===== src/hdl/lsfd_pkg.sv =====
// Shared types, constants and helpers for the LED string frame driver.
`default_nettype none

package lsfd_pkg;

  // Default string length and fixed field widths.
  localparam int PIXEL_COUNT_DEF = 9;
  localparam int PIXEL_COUNT_MAX = 32;
  localparam int LEVEL_W         = 8;
  localparam int WORD_W          = 24;
  localparam int CODE_W          = 3;
  localparam int NUM_W           = 6;
  localparam int PIX_IDX_W       = 5;
  localparam int SHIFT_W         = 4;
  localparam int CFG_ADDR_W      = 1;
  localparam int CFG_DATA_W      = 4;
  localparam int S_TDATA_W       = 40;
  localparam int M_TDATA_W       = 32;

  localparam logic [LEVEL_W-1:0] FULL_LEVEL = 8'hFF;
  localparam logic [CODE_W-1:0]  CODE_RED   = 3'h4;
  localparam logic [CODE_W-1:0]  CODE_GREEN = 3'h2;
  localparam logic [CODE_W-1:0]  CODE_BLUE  = 3'h1;

  // Configuration register indexes.
  localparam logic [CFG_ADDR_W-1:0] CFG_BRIGHTNESS = 1'b0;
  localparam logic [CFG_ADDR_W-1:0] CFG_SUPPRESS   = 1'b1;

  typedef enum logic [1:0] {
    OP_SET_RGB  = 2'd0,
    OP_SET_CODE = 2'd1,
    OP_SET_ONE  = 2'd2,
    OP_ALL_OFF  = 2'd3
  } lsfd_op_t;

  typedef enum logic {
    ST_IDLE = 1'b0,
    ST_SCAN = 1'b1
  } lsfd_state_t;

  // Controller to datapath.
  typedef struct packed {
    logic apply;  // take the command on the input and update the store
    logic emit;   // load the output register from the scan index, advance
  } lsfd_cmd_t;

  // Datapath to controller.
  typedef struct packed {
    logic out_free;  // output register empty or being drained this cycle
    logic at_last;   // scan index points at the final pixel
    logic suppress;  // refresh suppressed
  } lsfd_stat_t;

  function automatic logic [WORD_W-1:0] code_to_grb(input logic [CODE_W-1:0] code);
    logic [LEVEL_W-1:0] r;
    logic [LEVEL_W-1:0] g;
    logic [LEVEL_W-1:0] b;
    r = ((code & CODE_RED)   != '0) ? FULL_LEVEL : '0;
    g = ((code & CODE_GREEN) != '0) ? FULL_LEVEL : '0;
    b = ((code & CODE_BLUE)  != '0) ? FULL_LEVEL : '0;
    return {g, r, b};
  endfunction

  function automatic logic [LEVEL_W-1:0] dim_channel(input logic [LEVEL_W-1:0] level,
                                                      input logic [SHIFT_W-1:0] shift);
    logic [LEVEL_W-1:0] res;
    if (shift >= SHIFT_W'(LEVEL_W)) res = '0;
    else res = level >> shift[2:0];
    return res;
  endfunction

endpackage

`default_nettype wire


===== src/hdl/led_string_frame_driver.sv =====
// Top level of the LED string frame driver.
`default_nettype none

// Keeps PIXEL_COUNT green-red-blue pixels (all off after reset, cleared in the
// reset cycle itself) and takes one command per input transfer: set all to an
// RGB value, set all to a 3-bit colour code, set one pixel (numbered from one;
// numbers outside 1..PIXEL_COUNT change nothing) to a colour code, or all off.
// The command lands in the store in the cycle it is accepted. Unless refresh
// is suppressed the block then streams every pixel in order, one output
// transfer per cycle while the output side does not stall, each channel
// shifted right by the brightness setting, with tlast on the final pixel. A
// command keeps the input busy until the final pixel of its refresh has been
// loaded for output, each pixel read from the single store read index; with
// refresh suppressed the block stays ready for the next command. Write
// configuration only while no refresh is in flight.
module led_string_frame_driver import lsfd_pkg::*; #(
  parameter int PIXEL_COUNT = PIXEL_COUNT_DEF
) (
  input  wire logic                  clk,
  input  wire logic                  rst,
  input  wire logic                  s_tvalid,
  output logic                       s_tready,
  // red_level[7:0], green_level[15:8], blue_level[23:16], colour_code[26:24],
  // pixel_number[32:27], zero pad[39:33]
  input  wire logic [S_TDATA_W-1:0]  s_tdata,
  // opcode[1:0]
  input  wire logic [1:0]            s_tuser,
  output logic                       m_tvalid,
  input  wire logic                  m_tready,
  // pixel_index[4:0], grb_word[28:5], zero pad[31:29]
  output logic [M_TDATA_W-1:0]       m_tdata,
  // last_pixel
  output logic                       m_tlast,
  input  wire logic                  cfg_we,
  input  wire logic [CFG_ADDR_W-1:0] cfg_addr,
  input  wire logic [CFG_DATA_W-1:0] cfg_data
);

  lsfd_cmd_t            cmd;
  lsfd_stat_t           stat;
  logic [PIX_IDX_W-1:0] out_index;
  logic [WORD_W-1:0]    out_word;

  // Sequence accept and refresh.
  lsfd_ctrl u_ctrl (
    .clk      (clk),
    .rst      (rst),
    .s_tvalid (s_tvalid),
    .s_tready (s_tready),
    .stat     (stat),
    .cmd      (cmd)
  );

  // Hold the store and the output register.
  lsfd_datapath #(
    .PIXEL_COUNT (PIXEL_COUNT)
  ) u_datapath (
    .clk          (clk),
    .rst          (rst),
    .cmd          (cmd),
    .stat         (stat),
    .cfg_we       (cfg_we),
    .cfg_addr     (cfg_addr),
    .cfg_data     (cfg_data),
    .opcode       (s_tuser),
    .red_level    (s_tdata[7:0]),
    .green_level  (s_tdata[15:8]),
    .blue_level   (s_tdata[23:16]),
    .colour_code  (s_tdata[26:24]),
    .pixel_number (s_tdata[32:27]),
    .m_tready     (m_tready),
    .out_valid    (m_tvalid),
    .out_index    (out_index),
    .out_word     (out_word),
    .out_last     (m_tlast)
  );

  assign m_tdata = {3'b000, out_word, out_index};

  // A command is never taken while the store is being scanned.
  a_no_apply_during_emit: assert property (@(posedge clk) disable iff (rst)
    !(cmd.apply && cmd.emit))
    else $error("command applied during a refresh scan");

  // Emitting the final pixel hands control back to command acceptance.
  a_last_returns_idle: assert property (@(posedge clk) disable iff (rst)
    (cmd.emit && stat.at_last) |=> s_tready)
    else $error("block not ready after the final pixel");

  // An unsuppressed command blocks the input for the refresh that follows.
  a_busy_after_cmd: assert property (@(posedge clk) disable iff (rst)
    (cmd.apply && !stat.suppress) |=> !s_tready)
    else $error("input ready right after starting a refresh");

  // The flagged word is always the final pixel of the string.
  a_last_index: assert property (@(posedge clk) disable iff (rst)
    (m_tvalid && m_tlast) |-> (m_tdata[4:0] == PIX_IDX_W'(PIXEL_COUNT - 1)))
    else $error("tlast on a pixel other than the final one");

endmodule

`default_nettype wire


===== src/hdl/lsfd_ctrl.sv =====
// Controller state machine: command acceptance and refresh sequencing.
`default_nettype none

module lsfd_ctrl import lsfd_pkg::*; (
  input  wire logic       clk,
  input  wire logic       rst,
  input  wire logic       s_tvalid,
  output logic            s_tready,
  input  wire lsfd_stat_t stat,
  output lsfd_cmd_t       cmd
);

  lsfd_state_t state;
  lsfd_state_t state_next;

  always_ff @(posedge clk) begin
    if (rst) state <= ST_IDLE;
    else state <= state_next;
  end

  always_comb begin
    state_next = state;
    s_tready   = 1'b0;
    cmd        = '0;
    case (state)
      ST_IDLE: begin
        s_tready = 1'b1;
        if (s_tvalid) begin
          cmd.apply = 1'b1;
          if (!stat.suppress) state_next = ST_SCAN;
        end
      end
      ST_SCAN: begin
        if (stat.out_free) begin
          cmd.emit = 1'b1;
          if (stat.at_last) state_next = ST_IDLE;
        end
      end
      default: state_next = ST_IDLE;
    endcase
  end

endmodule

`default_nettype wire


===== src/hdl/lsfd_datapath.sv =====
// Datapath: pixel store, config registers, dimming and output register.
`default_nettype none

module lsfd_datapath import lsfd_pkg::*; #(
  parameter int PIXEL_COUNT = PIXEL_COUNT_DEF
) (
  input  wire logic                  clk,
  input  wire logic                  rst,
  input  wire lsfd_cmd_t             cmd,
  output lsfd_stat_t                 stat,
  input  wire logic                  cfg_we,
  input  wire logic [CFG_ADDR_W-1:0] cfg_addr,
  input  wire logic [CFG_DATA_W-1:0] cfg_data,
  input  wire logic [1:0]            opcode,
  input  wire logic [LEVEL_W-1:0]    red_level,
  input  wire logic [LEVEL_W-1:0]    green_level,
  input  wire logic [LEVEL_W-1:0]    blue_level,
  input  wire logic [CODE_W-1:0]     colour_code,
  input  wire logic [NUM_W-1:0]      pixel_number,
  input  wire logic                  m_tready,
  output logic                       out_valid,
  output logic [PIX_IDX_W-1:0]       out_index,
  output logic [WORD_W-1:0]          out_word,
  output logic                       out_last
);

  localparam int IDX_W = (PIXEL_COUNT > 1) ? $clog2(PIXEL_COUNT) : 1;
  localparam logic [IDX_W-1:0] LAST_IDX = IDX_W'(PIXEL_COUNT - 1);

  logic [WORD_W-1:0]  store [PIXEL_COUNT];
  logic [IDX_W-1:0]   idx;
  logic [SHIFT_W-1:0] brightness_shift;
  logic               refresh_suppress;

  logic               fill_en;
  logic [WORD_W-1:0]  fill_word;
  logic               one_en;
  logic [WORD_W-1:0]  code_word;
  logic [WORD_W-1:0]  rd_word;

  // Decode the command into a whole-store fill or a single-entry write.
  always_comb begin
    fill_en   = 1'b0;
    one_en    = 1'b0;
    fill_word = '0;
    code_word = code_to_grb(colour_code);
    case (lsfd_op_t'(opcode))
      OP_SET_RGB: begin
        fill_en   = 1'b1;
        fill_word = {green_level, red_level, blue_level};
      end
      OP_SET_CODE: begin
        fill_en   = 1'b1;
        fill_word = code_word;
      end
      OP_SET_ONE: one_en = 1'b1;
      OP_ALL_OFF: fill_en = 1'b1;
      default: fill_en = 1'b0;
    endcase
  end

  always_ff @(posedge clk) begin
    if (rst) begin
      for (int i = 0; i < PIXEL_COUNT; i++) store[i] <= '0;
    end else if (cmd.apply) begin
      for (int i = 0; i < PIXEL_COUNT; i++) begin
        if (fill_en) store[i] <= fill_word;
        else if (one_en && pixel_number == NUM_W'(i + 1)) store[i] <= code_word;
      end
    end
  end

  always_ff @(posedge clk) begin
    if (rst) begin
      brightness_shift <= '0;
      refresh_suppress <= 1'b0;
    end else if (cfg_we) begin
      if (cfg_addr == CFG_BRIGHTNESS) brightness_shift <= cfg_data;
      if (cfg_addr == CFG_SUPPRESS)   refresh_suppress <= cfg_data[0];
    end
  end

  // Scan index: restart on a new command, advance on each emitted word.
  always_ff @(posedge clk) begin
    if (rst) idx <= '0;
    else if (cmd.apply) idx <= '0;
    else if (cmd.emit) idx <= (idx == LAST_IDX) ? '0 : idx + 1'b1;
  end

  assign rd_word = store[idx];

  always_ff @(posedge clk) begin
    if (rst) out_valid <= 1'b0;
    else if (cmd.emit) out_valid <= 1'b1;
    else if (m_tready) out_valid <= 1'b0;
  end

  always_ff @(posedge clk) begin
    if (cmd.emit) begin
      out_index <= PIX_IDX_W'(idx);
      out_word  <= {dim_channel(rd_word[23:16], brightness_shift),
                    dim_channel(rd_word[15:8],  brightness_shift),
                    dim_channel(rd_word[7:0],   brightness_shift)};
      out_last  <= (idx == LAST_IDX);
    end
  end

  assign stat.out_free = !out_valid || m_tready;
  assign stat.at_last  = (idx == LAST_IDX);
  assign stat.suppress = refresh_suppress;

endmodule

`default_nettype wire

===== config.mk =====
export PLATFORM = sky130hd
export DESIGN_NAME = led_string_frame_driver
export DESIGN_NICKNAME = d
export VERILOG_FILES = /design/src/hdl/lsfd_pkg.sv /design/src/hdl/led_string_frame_driver.sv /design/src/hdl/lsfd_ctrl.sv /design/src/hdl/lsfd_datapath.sv
export SDC_FILE = /design/constraint.sdc
export NUM_CORES = 1
export LEC_CHECK = 0
export ABC_AREA = 1
export BUFFER_PORTS_ARGS = -buffer_cell sky130_fd_sc_hd__buf_2
export CELL_PAD_IN_SITES_DETAIL_PLACEMENT = 1
export CELL_PAD_IN_SITES_GLOBAL_PLACEMENT = 1
export CORE_MARGIN = 2
export CORE_UTILIZATION = 50
export CTS_CLUSTER_SIZE = 24
export DETAILED_ROUTE_END_ITERATION = 16
export GPL_ROUTABILITY_DRIVEN = 0
export GPL_TIMING_DRIVEN = 0
export PLACE_DENSITY_LB_ADDON = 0.1
export SLEW_MARGIN = 20
export SYNTH_ARGS = -nofsm -noshare
export SYNTH_HDL_FRONTEND = slang
export SYNTH_HIERARCHICAL = 1
export SYNTH_SLANG_ARGS = --single-unit

===== constraint.sdc =====
create_clock -name clk -period 8.5 [get_ports clk]
set_input_delay 0.85 -clock clk [delete_from_list [all_inputs] [get_ports clk]]
set_output_delay 0.85 -clock clk [all_outputs]
set_load 0.02 [all_outputs]

==> impl_metrics.json <==
{
  "netlist-cell-type-count": 31,
  "drt_iter0_markers": 1015,
  "critical_path.max_stage_delay_ns": 0.82,
  "crit_chain": "buf_2, inv_2, clkbuf_1, nand2_1, nand3_1, nand3_1, nand3_1, nand3_1, nand2_1, nand2_1, nand3_1, nand2_1",
  "antenna_found_initial": 0,
  "area_growth_pct": 14.4,
  "rows": 58,
  "setup_tns_ns": 0,
  "fin_util_pct": 58.6,
  "cts_hold_buf": 0,
  "synth_top_family_by_area": "simple AND/OR/NAND/NOR gates",
  "cts_inserted_buffers": 29,
  "cts_tree": "done",
  "hold_path.class": "reg -> reg",
  "synth_common_cells": "408 x nand2_1, 245 x edfxtp_1, 200 x a21oi_1",
  "p_sw_share_pct": 26.8,
  "min_to": "u_datapath/out_index[1]$_DFFE_PP_",
  "yosys_register_bits": 260,
  "crit_arrival_ns": 3.06,
  "crit_slowest_cell": "clkbuf_1",
  "port_buffers": 72,
  "cts_buffer_depth": 3,
  "synth_edf_count": 245,
  "required_ns": 8.80,
  "pwr-share-clk_pct": 38.7,
  "ys_seq_area_share_pct": 59.0,
  "power_frac_comb_pct": 13.8,
  "final_nets": 1634,
  "dp.cells": 1879,
  "ys.flop_type": "edfxtp_1",
  "initial_core_util_pct": 51.2,
  "fill_cells": 2975,
  "clock-root-buffer": "clkbuf_16",
  "p_int_uw": 2370,
  "die_height_um": 165,
  "rsz0062_at_grt": "no",
  "crit_buf_inv": 3,
  "ir_drop_mv": 0.135,
  "finalInstanceArea_um2": 14800,
  "cts_resized": 0,
  "ant_nets": 0,
  "synth_area_leader_cell": "edfxtp_1",
  "cp_top_family": "simple AND/OR/NAND/NOR gates",
  "wl_per_cell_um": 23.2,
  "async_flop_share_pct": 0,
  "cp.depth": 12,
  "grt-ovfl-total": 0,
  "synthXorXnorAreaFrac_pct": 0.135,
  "power_frac_seq_pct": 47.6,
  "syn_area_per_cell_um2": 8.82,
  "grt_max_degree": 33,
  "cp-start-kind": "register",
  "drc": 0,
  "run_status": "finished, final reports clean",
  "p_leak_uw": 0.00621,
  "syn_area_um2": 13000,
  "fmax_ghz": 0.362,
  "cp_common_cell": "nand3_1",
  "cts_sinks": 260,
  "die_area_um2": 27300,
  "ios": 87,
  "hold_viol": 0,
  "first_global_vias": 11400,
  "synth_area_leaders": "edfxtp_1 57%, nand2_1 12%, a21oi_1 7.7%",
  "slew_violations": 0,
  "reg2reg_depth": 12,
  "drt-pass1-iter-count": 5,
  "worst_slew_pin_slew_ns": 1.09,
  "synth_adder_area_share_pct": 0.193,
  "reg2reg_to": "u_datapath/out_word[9]$_SDFFCE_PP0P_",
  "hpwl_um": 32300,
  "synthMuxAreaShare_pct": 0,
  "route.vias.total": 11200,
  "final_layout_size_suffix_gt1_share_pct": 11.3,
  "min_path_cells": 0,
  "insertion_delay_ns": 0.55,
  "coreArea_um2": 25300,
  "htreeDepth": 1,
  "cp_max_fo": 10,
  "ys_warn_count": 6,
  "clkSlewWorstSetupHoldPaths_ns": 0.06,
  "synth_top_area_share_pct": 56.7,
  "worstHoldStart": "u_datapath/idx[1]$_SDFFE_PP0P_",
  "final_cells": 1930,
  "setup_violations": 0,
  "reg2reg_slack_ns": 5.74,
  "avgViaCountPerCell": 5.81,
  "synth_compound_gate_area_share_pct": 10.5,
  "crit_path_end_kind": "register",
  "post_dp_cell_area_um2": 13900,
  "finalWirelength_um": 44700,
  "cap_violations": 0,
  "switchingPower_uw": 867,
  "maxSlewHeadroom_pct": 27.5,
  "critPathKind": "reg -> reg",
  "grt_usage_pct": 33.5,
  "die_x_um": 165,
  "cts_setup_buffers": 0,
  "finalCriticalPeriod_ns": 2.76,
  "power_density_nw_per_um2": 218,
  "synthSimpleGateAreaFrac_pct": 21.4,
  "grt_pass1_wl_um": 67000,
  "synth.most_common_cell": "nand2_1",
  "diodes": 0,
  "synthCells": 1471,
  "finalCritPeriodShare_pct": 32.5,
  "skew_ns": 0.00874
}
-- layout make-up --
| cell class | count | area [um^2] | share of cell area, % |
|---|---|---|---|
| Clock inverter | 18 | 194 | 1.31 |
| Buffer | 85 | 393 | 2.65 |
| Clock buffer | 33 | 741 | 4.99 |
| Sequential cell | 260 | 7660 | 51.6 |
| Multi-Input combinational cell | 931 | 4240 | 28.6 |
| Inverter | 197 | 739 | 4.98 |
| Tap cell | 330 | 413 | 2.78 |
| Timing Repair Buffer | 76 | 458 | 3.09 |
-- per-layer routing --
metal	wire (um)	part of all wire, %	track usage [%]	vias to the layer above
met5	0	0	0	-
met3	3990	8.9	5.72	135
met1	17000	38	42.1	5423
met2	21400	48	56.8	517
li1	-	-	-	5131
met4	2370	5.3	15.5	0
-- cells by family after synthesis --
logic type,Yosys count
fa+ha+maj,2
compound gates,269
flops,260
xor+xnor,2
other cells,2
simple gates,654
buf+inv,282
-- metrics by stage --
stage               worst slack [ns]  total power, uW  hold slack [ns]
finish                          5.74             3230            0.460
global route                    5.66             3340            0.483
CTS                             5.40             3230            0.457
detailed placement              4.86             1990            0.457
global placement                3.28             1960            0.448
floorplan                       4.80             1820            0.433
-- state kept, by name, summed over array words and instances (netlist names), named ones only --
signal	count
u_datapath/brightness_shift	4
u_datapath/store	216
u_datapath/out_last	1
u_datapath/out_index	4
u_datapath/out_valid	1
u_datapath/refresh_suppress	1
u_ctrl/state	1
u_datapath/out_word	24
u_datapath/idx	4
-- worst max-delay path by stage --
stage	from	endpoint	slack [ns]
3_5_place_dp	s_tuser[0]	u_datapath/store[1][11]$_SDFFCE_PN0P_	4.86
3_3_place_gp	s_tvalid	u_datapath/store[3][10]$_SDFFCE_PN0P_	3.28
2_1_floorplan	s_tvalid	u_datapath/store[0][0]$_SDFFCE_PN0P_	4.80
6_report	register	u_datapath/out_word[9]$_SDFFCE_PP0P_	5.74
4_1_cts	s_tuser[0]	u_datapath/store[1][16]$_SDFFCE_PN0P_	5.40
5_1_grt	register	u_datapath/out_word[10]$_SDFFCE_PP0P_	5.66
-- power by group through the flow --
stage          clock (uW)  sequential, uW  combinational, uW
4_1_cts              1260            1540                437
3_5_place_dp            0            1560                430
5_1_grt              1300            1550                487
3_3_place_gp            0            1560                402
6_report             1250            1540                445
2_1_floorplan           0            1570                250
-- layout by cell type (no fill, tap or decap), types with 2 or more instances in the layout --
| cell | netlist | routed |
|---|---|---|
| clkbuf_1 | 37 | 41 |
| edfxtp_1 | 245 | 245 |
| nand4_1 | 6 | 6 |
| nor2_1 | 30 | 29 |
| nor2_4 | 2 | 2 |
| clkinvlp_4 | 0 | 2 |
| nor3_1 | 7 | 7 |
| a21oi_1 | 200 | 200 |
| o21ai_2 | 1 | 2 |
| ha_1 | 2 | 2 |
| dfxtp_1 | 15 | 15 |
| conb_1 | 2 | 4 |
| clkinv_2 | 0 | 7 |
| buf_1 | 11 | 11 |
| o21ai_0 | 66 | 61 |
| clkbuf_16 | 0 | 29 |
| bufinv_16 | 0 | 4 |
| inv_2 | 6 | 7 |
| buf_2 | 26 | 98 |
| clkinv_1 | 25 | 29 |
| nor2_2 | 1 | 2 |
| nand3_1 | 193 | 193 |
| buf_4 | 11 | 11 |
| buf_16 | 0 | 3 |
| or2_2 | 2 | 2 |
| inv_1 | 166 | 165 |
| o21ai_4 | 0 | 4 |
| nand2_1 | 408 | 408 |
Note: power is estimated with default switching activity, not from simulation.
